<file path="src/sv/scpa_pkg.sv">
// Shared types and codes for the size-class pool allocator.
package scpa_pkg;

  typedef enum logic [1:0] {
    OP_ALLOC = 2'd0,
    OP_FREE  = 2'd1,
    OP_CLEAR = 2'd2,
    OP_NONE  = 2'd3
  } op_e;

  typedef enum logic [1:0] {
    ST_OK    = 2'd0,
    ST_OOM   = 2'd1,
    ST_BADSZ = 2'd2
  } status_e;

  typedef enum logic [3:0] {
    S_IDLE,
    S_DECODE,
    S_POP_RD,
    S_POP_WB,
    S_LEFTOVER,
    S_CARVE,
    S_BORROW,
    S_BORROW_RD,
    S_BORROW_WB,
    S_DIV,
    S_THREAD,
    S_CLEAR,
    S_DONE
  } state_e;

  // Controller to datapath commands.
  typedef struct packed {
    logic capture;     // latch the input transaction
    logic push_free;   // push freed block onto its class list
    logic pop_rd;      // read link of class head
    logic pop_wb;      // head <= link, result <= old head
    logic leftover;    // push chunk leftover
    logic carve;       // take fresh chunk from pool
    logic scan_init;   // start borrow scan at request class
    logic scan_next;   // advance borrow scan
    logic borrow_rd;   // read link of borrowed head
    logic borrow_wb;   // pop borrowed block into chunk
    logic oom;         // empty chunk, flag out of memory
    logic div_init;    // start objects-per-chunk division
    logic div_step;    // one division step
    logic thread_init; // take first object, set list head
    logic thread_step; // write one link
    logic clear;       // empty all state
    logic emit;        // load result into output register
  } cmd_t;

  // Datapath to controller status.
  typedef struct packed {
    logic bad_size;
    logic head_valid;
    logic left_short;
    logic left_nonzero;
    logic pool_fits;
    logic scan_hit;
    logic scan_last;
    logic div_done;
    logic thread_last;
    logic multi;
  } stat_t;

endpackage

</file>
<file path="src/sv/scpa_ctrl.sv">
// Controller state machine for the size-class pool allocator.
module scpa_ctrl (
  input  logic             clk_i,
  input  logic             rst_ni,
  input  logic             in_valid_i,
  output logic             in_ready_o,
  input  logic [1:0]       op_i,
  output logic             out_valid_o,
  input  logic             out_ready_i,
  output scpa_pkg::cmd_t   cmd_o,
  input  scpa_pkg::stat_t  stat_i
);

  scpa_pkg::state_e state_q, state_d;
  logic [1:0]       op_q;
  logic             out_valid_q, out_valid_d;

  // Next state
  always_comb begin
    state_d = state_q;
    case (state_q)
      scpa_pkg::S_IDLE: begin
        if (in_valid_i && in_ready_o) state_d = scpa_pkg::S_DECODE;
      end
      scpa_pkg::S_DECODE: begin
        case (op_q)
          scpa_pkg::OP_ALLOC: begin
            if (stat_i.bad_size) state_d = scpa_pkg::S_DONE;
            else if (stat_i.head_valid) state_d = scpa_pkg::S_POP_RD;
            else if (stat_i.left_short) state_d = scpa_pkg::S_LEFTOVER;
            else state_d = scpa_pkg::S_DIV;
          end
          scpa_pkg::OP_FREE:  state_d = scpa_pkg::S_DONE;
          scpa_pkg::OP_CLEAR: state_d = scpa_pkg::S_DONE;
          default:            state_d = scpa_pkg::S_DONE;
        endcase
      end
      scpa_pkg::S_POP_RD: state_d = scpa_pkg::S_POP_WB;
      scpa_pkg::S_POP_WB: state_d = scpa_pkg::S_DONE;
      scpa_pkg::S_LEFTOVER: state_d = scpa_pkg::S_CARVE;
      scpa_pkg::S_CARVE: begin
        if (stat_i.pool_fits) state_d = scpa_pkg::S_DIV;
        else state_d = scpa_pkg::S_BORROW;
      end
      scpa_pkg::S_BORROW: begin
        if (stat_i.scan_hit) state_d = scpa_pkg::S_BORROW_RD;
        else if (stat_i.scan_last) state_d = scpa_pkg::S_DONE;
      end
      scpa_pkg::S_BORROW_RD: state_d = scpa_pkg::S_BORROW_WB;
      scpa_pkg::S_BORROW_WB: state_d = scpa_pkg::S_DIV;
      scpa_pkg::S_DIV: begin
        if (stat_i.div_done) state_d = scpa_pkg::S_THREAD;
      end
      scpa_pkg::S_THREAD: begin
        if (stat_i.thread_last) state_d = scpa_pkg::S_DONE;
      end
      scpa_pkg::S_DONE: begin
        if (!out_valid_q || out_ready_i) state_d = scpa_pkg::S_IDLE;
      end
      default: state_d = scpa_pkg::S_IDLE;
    endcase
  end

  // Outputs
  always_comb begin
    cmd_o       = '0;
    out_valid_d = out_valid_q;
    if (out_valid_q && out_ready_i) out_valid_d = 1'b0;
    in_ready_o  = (state_q == scpa_pkg::S_IDLE);
    case (state_q)
      scpa_pkg::S_IDLE: cmd_o.capture = in_valid_i;
      scpa_pkg::S_DECODE: begin
        case (op_q)
          scpa_pkg::OP_ALLOC: begin
            if (!stat_i.bad_size && !stat_i.head_valid && !stat_i.left_short)
              cmd_o.div_init = 1'b1;
          end
          scpa_pkg::OP_FREE:  cmd_o.push_free = !stat_i.bad_size;
          scpa_pkg::OP_CLEAR: cmd_o.clear = 1'b1;
          default: ;
        endcase
      end
      scpa_pkg::S_POP_RD: cmd_o.pop_rd = 1'b1;
      scpa_pkg::S_POP_WB: cmd_o.pop_wb = 1'b1;
      scpa_pkg::S_LEFTOVER: cmd_o.leftover = stat_i.left_nonzero;
      scpa_pkg::S_CARVE: begin
        if (stat_i.pool_fits) begin
          cmd_o.carve    = 1'b1;
          cmd_o.div_init = 1'b1;
        end else begin
          cmd_o.scan_init = 1'b1;
        end
      end
      scpa_pkg::S_BORROW: begin
        if (stat_i.scan_hit) cmd_o.borrow_rd = 1'b1;
        else if (stat_i.scan_last) cmd_o.oom = 1'b1;
        else cmd_o.scan_next = 1'b1;
      end
      scpa_pkg::S_BORROW_RD: cmd_o.borrow_rd = 1'b1;
      scpa_pkg::S_BORROW_WB: begin
        cmd_o.borrow_wb = 1'b1;
        cmd_o.div_init  = 1'b1;
      end
      scpa_pkg::S_DIV: begin
        if (stat_i.div_done) cmd_o.thread_init = 1'b1;
        else cmd_o.div_step = 1'b1;
      end
      scpa_pkg::S_THREAD: cmd_o.thread_step = 1'b1;
      scpa_pkg::S_DONE: begin
        if (!out_valid_q || out_ready_i) begin
          out_valid_d = 1'b1;
          cmd_o.emit  = 1'b1;
        end
      end
      default: ;
    endcase
  end

  assign out_valid_o = out_valid_q;

  always_ff @(posedge clk_i or negedge rst_ni) begin
    if (!rst_ni) begin
      state_q     <= scpa_pkg::S_IDLE;
      out_valid_q <= 1'b0;
      op_q        <= scpa_pkg::OP_NONE;
    end else begin
      state_q     <= state_d;
      out_valid_q <= out_valid_d;
      if (cmd_o.capture) op_q <= op_i;
    end
  end

  // Only one transaction in flight
  a_ready_idle: assert property (@(posedge clk_i) disable iff (!rst_ni)
    in_ready_o |-> state_q == scpa_pkg::S_IDLE)
    else $error("ready outside idle");
  a_out_hold: assert property (@(posedge clk_i) disable iff (!rst_ni)
    out_valid_o && !out_ready_i |=> out_valid_o)
    else $error("result dropped");
  a_accept_decode: assert property (@(posedge clk_i) disable iff (!rst_ni)
    in_valid_i && in_ready_o |=> state_q == scpa_pkg::S_DECODE)
    else $error("accept not decoded");

endmodule

</file>
<file path="config.mk">
export PLATFORM = sky130hd
export DESIGN_NAME = scpa_ctrl
export DESIGN_NICKNAME = d
export VERILOG_FILES = /design/src/sv/scpa_pkg.sv /design/src/sv/scpa_ctrl.sv
export SDC_FILE = /design/constraint.sdc
export NUM_CORES = 1
export LEC_CHECK = 0
export BUFFER_PORTS_ARGS = -buffer_cell sky130_fd_sc_hd__clkbuf_2
export CORE_MARGIN = 2
export CORE_UTILIZATION = 25
export DETAILED_ROUTE_END_ITERATION = 10
export SETUP_SLACK_MARGIN = 0.3
export SLEW_MARGIN = 10
export SYNTH_ARGS = -nofsm -noshare
export SYNTH_HDL_FRONTEND = slang
export SYNTH_SLANG_ARGS = --single-unit
</file>
<file path="constraint.sdc">
create_clock -name clk_i -period 1.9 [get_ports clk_i]
set_input_delay 0.38 -clock clk_i [delete_from_list [all_inputs] [get_ports clk_i]]
set_output_delay 0.38 -clock clk_i [all_outputs]
set_load 0.01 [all_outputs]
</file>
==> flow_metrics.tcl, run 1 <==
set metrics [dict create \
    max_slew_margin 0.720 \
    drtIter0Drc 19 \
    grt_max_degree 8 \
    finalSetupViolCount 1 \
    tritoncts "yes" \
    dr.pass1.iters 4 \
    cp.required_ns 1.52 \
    multi_input_area_um2 774 \
    violations "negative setup slack" \
    area_growth_pct 112 \
    synth_cell_type_count 41 \
    comb_power_share 0.790 \
    syn_area_um2 727 \
    synth_top_area_frac 0.172 \
    place_congestion 0.798 \
    crit_start "state_q[2]" \
    arrival_ns 1.53 \
    syn_inst 89 \
    fin_area_um2 1540 \
    clkPwrFrac 0.060 \
    worstSetupEndpointType "output pin" \
    clk_pin_slew_ns 0.06 \
    hp-start "op_i[0]" \
    cts_root_buffer "clkbuf_4" \
    core_area_um2 2760 \
    path_buf_inv 1 \
    vdd_drop_max_mv 0.922 \
    grt_pass1_wl_mm 3.95 \
    die_w_um 57.9 \
    p_sw_w 0.000983 \
    die_height_um 57.9 \
    yosys_warnings 0 \
    ioPinCount 35 \
    dp_slack_ns 0.130 \
    ant_nets 0 \
    routed-via-count 1003 \
    worstPathMaxFanout 6 \
    synth.avg_cell_area_um2 8.17 \
    path_cells "or3b_1, a21oi_2, a31o_2, buf_6" \
    netSwitchingFraction 0.439 \
    finalHoldViolCount 0 \
    drive_above_1_share 0.723 \
    grt_overflow 0 \
    ff_latch_area_um2 183 \
    syn-num-nets 105 \
    synth_edf_count 0 \
    netlist.top_cell.by_area "dfrtp_1" \
    antenna_found_initial 0 \
    outcome "finished, violations left" \
    hold_class "input pin to register" \
    period_needed_ns 1.91 \
    place_area_um2 970 \
    fin_ws_ns -0.0147 \
    clockBufferDepth 2 \
    synth_area_leaders "dfrtp_1 (17%), nor3_1 (9.0%), dfstp_2 (7.2%)" \
    powerDensity_nw_per_um2 1460 \
    async_reset_ff_frac 1.00 \
    port_buffers 33 \
    numCtsBuffers 3 \
    r2r_slack_ns 0.12 \
    grt_util_all_layers 0.151 \
    start_util 0.264 \
    max_cap_violations 0 \
    p_int_w 0.00126 \
    wl_per_cell_um 15.7 \
    power_frac_seq 0.150 \
    nets 172 \
    fmax_ghz 0.522 \
    grt_pass1_vias 957 \
    yosysMostFrequentCell "nor3_1" \
    via_per_inst 5.39 \
    rows 19 \
    start_kind "register" \
    final_util 0.558 \
    ctsHtreeMaxLevel 1 \
    p_leak_nw 0.693 \
    rr_startpoint "state_q[0]" \
    worstMarginPinSlew_ns 0.416 \
    path_class "register to output pin" \
    synth_seq_area_share 0.244 \
    rsz0062_at_grt "yes" \
    finClkSkew_ns 0.0108 \
    antenna_cells 0 \
    synthTopCellsByCount "nor3_1 (13), nand2_1 (6), nand2b_1 (6), dfrtp_1 (5), inv_1 (5)" \
    path_delay_family "flip-flops" \
    dieArea_um2 3360 \
    drc 0 \
    slowest_delay_ns 0.47 \
    clock_sinks 7 \
    slowest_stage "dfrtp_2" \
    finalMaxSlewViolations 0 \
    nFillCells 256 \
    finalCritPeriodShare 1.01 \
    clk_latency_ns 0.25 \
    routed_wl_mm 2.93 \
    dp_hpwl_mm 1.60 \
    synth_seq_cells 7 \
    synth_ff_type "dfrtp_1" \
]
## area by class of cell
class | count | share of cell area
Clock buffer | 4 | 0.0171
Inverter | 5 | 0.0154
Multi-Input combinational cell | 71 | 0.503
Sequential cell | 7 | 0.119
Tap cell | 31 | 0.0252
Timing Repair Buffer | 68 | 0.320
## registers in the layout, indices dropped and copies added (netlist names)
name	flops
state_q	4
op_q	2
out_valid_o	1
## placed cells by master, fill, tap and decap left out, types with 3 or more instances in the layout
cell type / count
nor3_4: 7
nand2b_1: 3
clkbuf_2: 15
buf_4: 20
inv_1: 4
nor2_1: 3
buf_2: 17
o21ai_0: 3
nand2_2: 3
nor3_2: 4
nand2b_4: 3
clkbuf_4: 3
buf_6: 14
dfrtp_2: 4
## what timing repair did
action,CTS,global route
setup buffers,18,7
endpoints found under the setup margin,23,24
pin swaps,14,14
gates resized for setup,41,50
endpoints found under the hold margin,5,0
hold buffers,1,0
## power groups by stage
| stage | Sequential, W | Combinational [W] | Clock [W] |
|---|---|---|---|
| after floorplan | 0.000290 | 0.000666 | 0 |
| after global placement | 0.000342 | 0.000878 | 0 |
| after detailed placement | 0.000345 | 0.000892 | 0 |
| after CTS | 0.000320 | 0.00140 | 0.000135 |
| after global routing | 0.000342 | 0.00188 | 0.000149 |
| final | 0.000336 | 0.00177 | 0.000134 |
## path summary, 6_finish.rpt
check / endpoint / cells after the start
min in group asynchronous: state_q[0] / 2
max: cmd_o[5] / 4
max reg2reg: state_q[3] / 5
max in group asynchronous: op_q[1] / 2
min reg2reg: out_valid_o / 2
min: op_q[0] / 2
## per-stage QoR
stage	TNS, ns	total power, W	hold WS (ns)	std cells
final	-0.0147	0.00224	0.357	186
after global routing	-0.150	0.00237	0.352	186
after CTS	0	0.00185	0.351	179
after detailed placement	0	0.00124	0.222	156
after global placement	0	0.00122	0.217	156
after floorplan	0	0.000957	0.0844	89
## logic make-up after synthesis
family / count (synthesis) / synth area share
and+or+nand+nor: 47 / 0.401
AOI/OAI and AO/OA: 21 / 0.234
buffers and inverters: 11 / 0.0774
DFF: 7 / 0.244
muxes: 2 / 0.0310
xor gates and xnor gates: 1 / 0.0121
## routing by layer
layer	vias up	part of all wire	GRT usage
met3	6	0.043	0.0313
li1	472	-	-
met1	492	0.41	0.170
met5	-	0	0
met2	33	0.53	0.274
met4	0	0.021	0.0598
Power figures use the tool's default switching activity.
==> inputs of run 2 (changes only) <==
--- a/config.mk
+++ b/config.mk
@@ -5,10 +5,11 @@
 export SDC_FILE = /design/constraint.sdc
 export NUM_CORES = 1
 export LEC_CHECK = 0
-export BUFFER_PORTS_ARGS = -buffer_cell sky130_fd_sc_hd__clkbuf_2
 export CORE_MARGIN = 2
 export CORE_UTILIZATION = 25
 export DETAILED_ROUTE_END_ITERATION = 10
+export DONT_BUFFER_PORTS = 1
+export MAX_ROUTING_LAYER = met4
 export SETUP_SLACK_MARGIN = 0.3
 export SLEW_MARGIN = 10
 export SYNTH_ARGS = -nofsm -noshare
==> flow_metrics.tcl, run 2 (synthesis gave the netlist of run 1 again) <==
set metrics [dict create \
    outcome "finished, final reports clean" \
    largest_reg_flops 4 \
    numCtsBuffers 3 \
    clk_pin_slew_ns 0.05 \
    dp_hpwl_mm 1.53 \
    hold_class "input pin to register" \
    rows 19 \
    worstSetupEndpointType "output pin" \
    via_per_inst 5.66 \
    layout_commonest_cell "buf_4" \
    clock_sinks 7 \
    setup-tns-final_ns 0 \
    regMostFlops "state_q" \
    clockBufferDepth 2 \
    grt_pass1_vias 894 \
    r2r_slack_ns 0.17 \
    finalMaxSlewViolations 0 \
    finClkSkew_ns 0.00204 \
    start_util 0.264 \
    antenna_found_initial 0 \
    final_util 0.494 \
    finalHoldViolCount 0 \
    path_class "register to output pin" \
    crit_start "state_q[0]" \
    antenna_cells 0 \
    core_area_um2 2760 \
    die_w_um 57.9 \
    p_leak_nw 0.531 \
    drive_above_1_share 0.677 \
    rsz0062_at_grt "yes" \
    powerDensity_nw_per_um2 1530 \
    max_slew_margin 0.736 \
    place_congestion 0.712 \
    hp-start "op_i[0]" \
    fmax_ghz 0.552 \
    routed-via-count 877 \
    reg2regPathDepth 7 \
    max_cap_violations 0 \
    start_kind "register" \
    area_growth_pct 87.4 \
    mostFrequentLayoutCells "buf_4 (25), buf_6 (8), nor3_2 (6)" \
    tritoncts "yes" \
    vdd_drop_max_mv 0.994 \
    hold_end "op_q[0]" \
    drtIter0Drc 17 \
    dp_slack_ns 0.0369 \
    drc 0 \
    rr_startpoint "state_q[1]" \
    grt_pass1_wl_mm 3.93 \
    total_power_w 0.00208 \
    grt_util_all_layers 0.152 \
    min_path_cells 1 \
    grt_overflow 0 \
    wl_per_cell_um 17.6 \
    clk_latency_ns 0.24 \
    dieArea_um2 3360 \
    nets 141 \
    routed_wl_mm 2.72 \
    grt_max_degree 9 \
    timing.rr.end "state_q[1]" \
    period_needed_ns 1.81 \
    arrival_ns 1.43 \
    cp.required_ns 1.52 \
    fin_ws_ns 0.0871 \
    port_buffers 0 \
    die_height_um 57.9 \
    cts_root_buffer "clkbuf_4" \
    ioPinCount 35 \
    dr.pass1.iters 4 \
    ant_nets 0 \
    ctsHtreeMaxLevel 1 \
    nFillCells 256 \
    worstMarginPinSlew_ns 0.393 \
    finalCritPeriodShare 0.954 \
    finalSetupViolCount 0 \
    worstPathMaxFanout 7 \
]
## run 2: layer usage
metal / wire (µm) / GRT usage
met1: 1040 / 0.168
met2: 1440 / 0.274
met3: 193 / 0.0246
met4: 50 / 0.0532
met5: 0 / -
## run 2: power breakdown
part | switching [W] | leakage [nW] | internal (W)
clock | 0.0000475 | 0.0150 | 0.0000797
sequential | 0.000109 | 0.0805 | 0.000240
combinational | 0.000746 | 0.435 | 0.000860
total | 0.000902 | 0.531 | 0.00118
## run 2: worst max-delay path: stages (launching register included)
cell and delay, ns:
dfrtp_2 0.46, or3b_4 0.43, a21oi_4 0.18, a31o_4 0.13
## run 2: area by class of cell
cell class              instances  area, µm²  share of cell area
clock buffers                   4       26.3              0.0193
well taps                      31       38.8              0.0285
inverters                       5       18.8              0.0138
repair buffers                 37        343               0.252
multi-input cells              71        753               0.553
flip-flops and latches          7        183               0.134
## run 2: how the worst max path moves through the flow
stage / cells after the start / slack [ns] / to
global placement: 4 / 0.11 / state_q[1]
global route: 3 / 0.03 / cmd_o[15]
floorplan: 4 / 0.31 / cmd_o[16]
CTS: 3 / 0.10 / cmd_o[5]
finish: 3 / 0.09 / cmd_o[5]
detailed placement: 3 / 0.04 / cmd_o[15]
## run 2: repair_timing
item                                    4_1_cts  5_1_grt
buffers inserted                             18        7
hold endpoints to repair                      7        0
pin swaps                                    11       10
resized for setup                            42       25
endpoints found under the setup margin       24       24
hold buffers                                  1        0
## run 2: through the flow
stage               cells  cell area (µm²)  hold slack (ns)
floorplan              89              736           0.0844
global placement      125              820           0.0847
detailed placement    125              820           0.0847
CTS                   148             1160            0.273
global route          155             1360            0.272
finish                155             1360            0.277
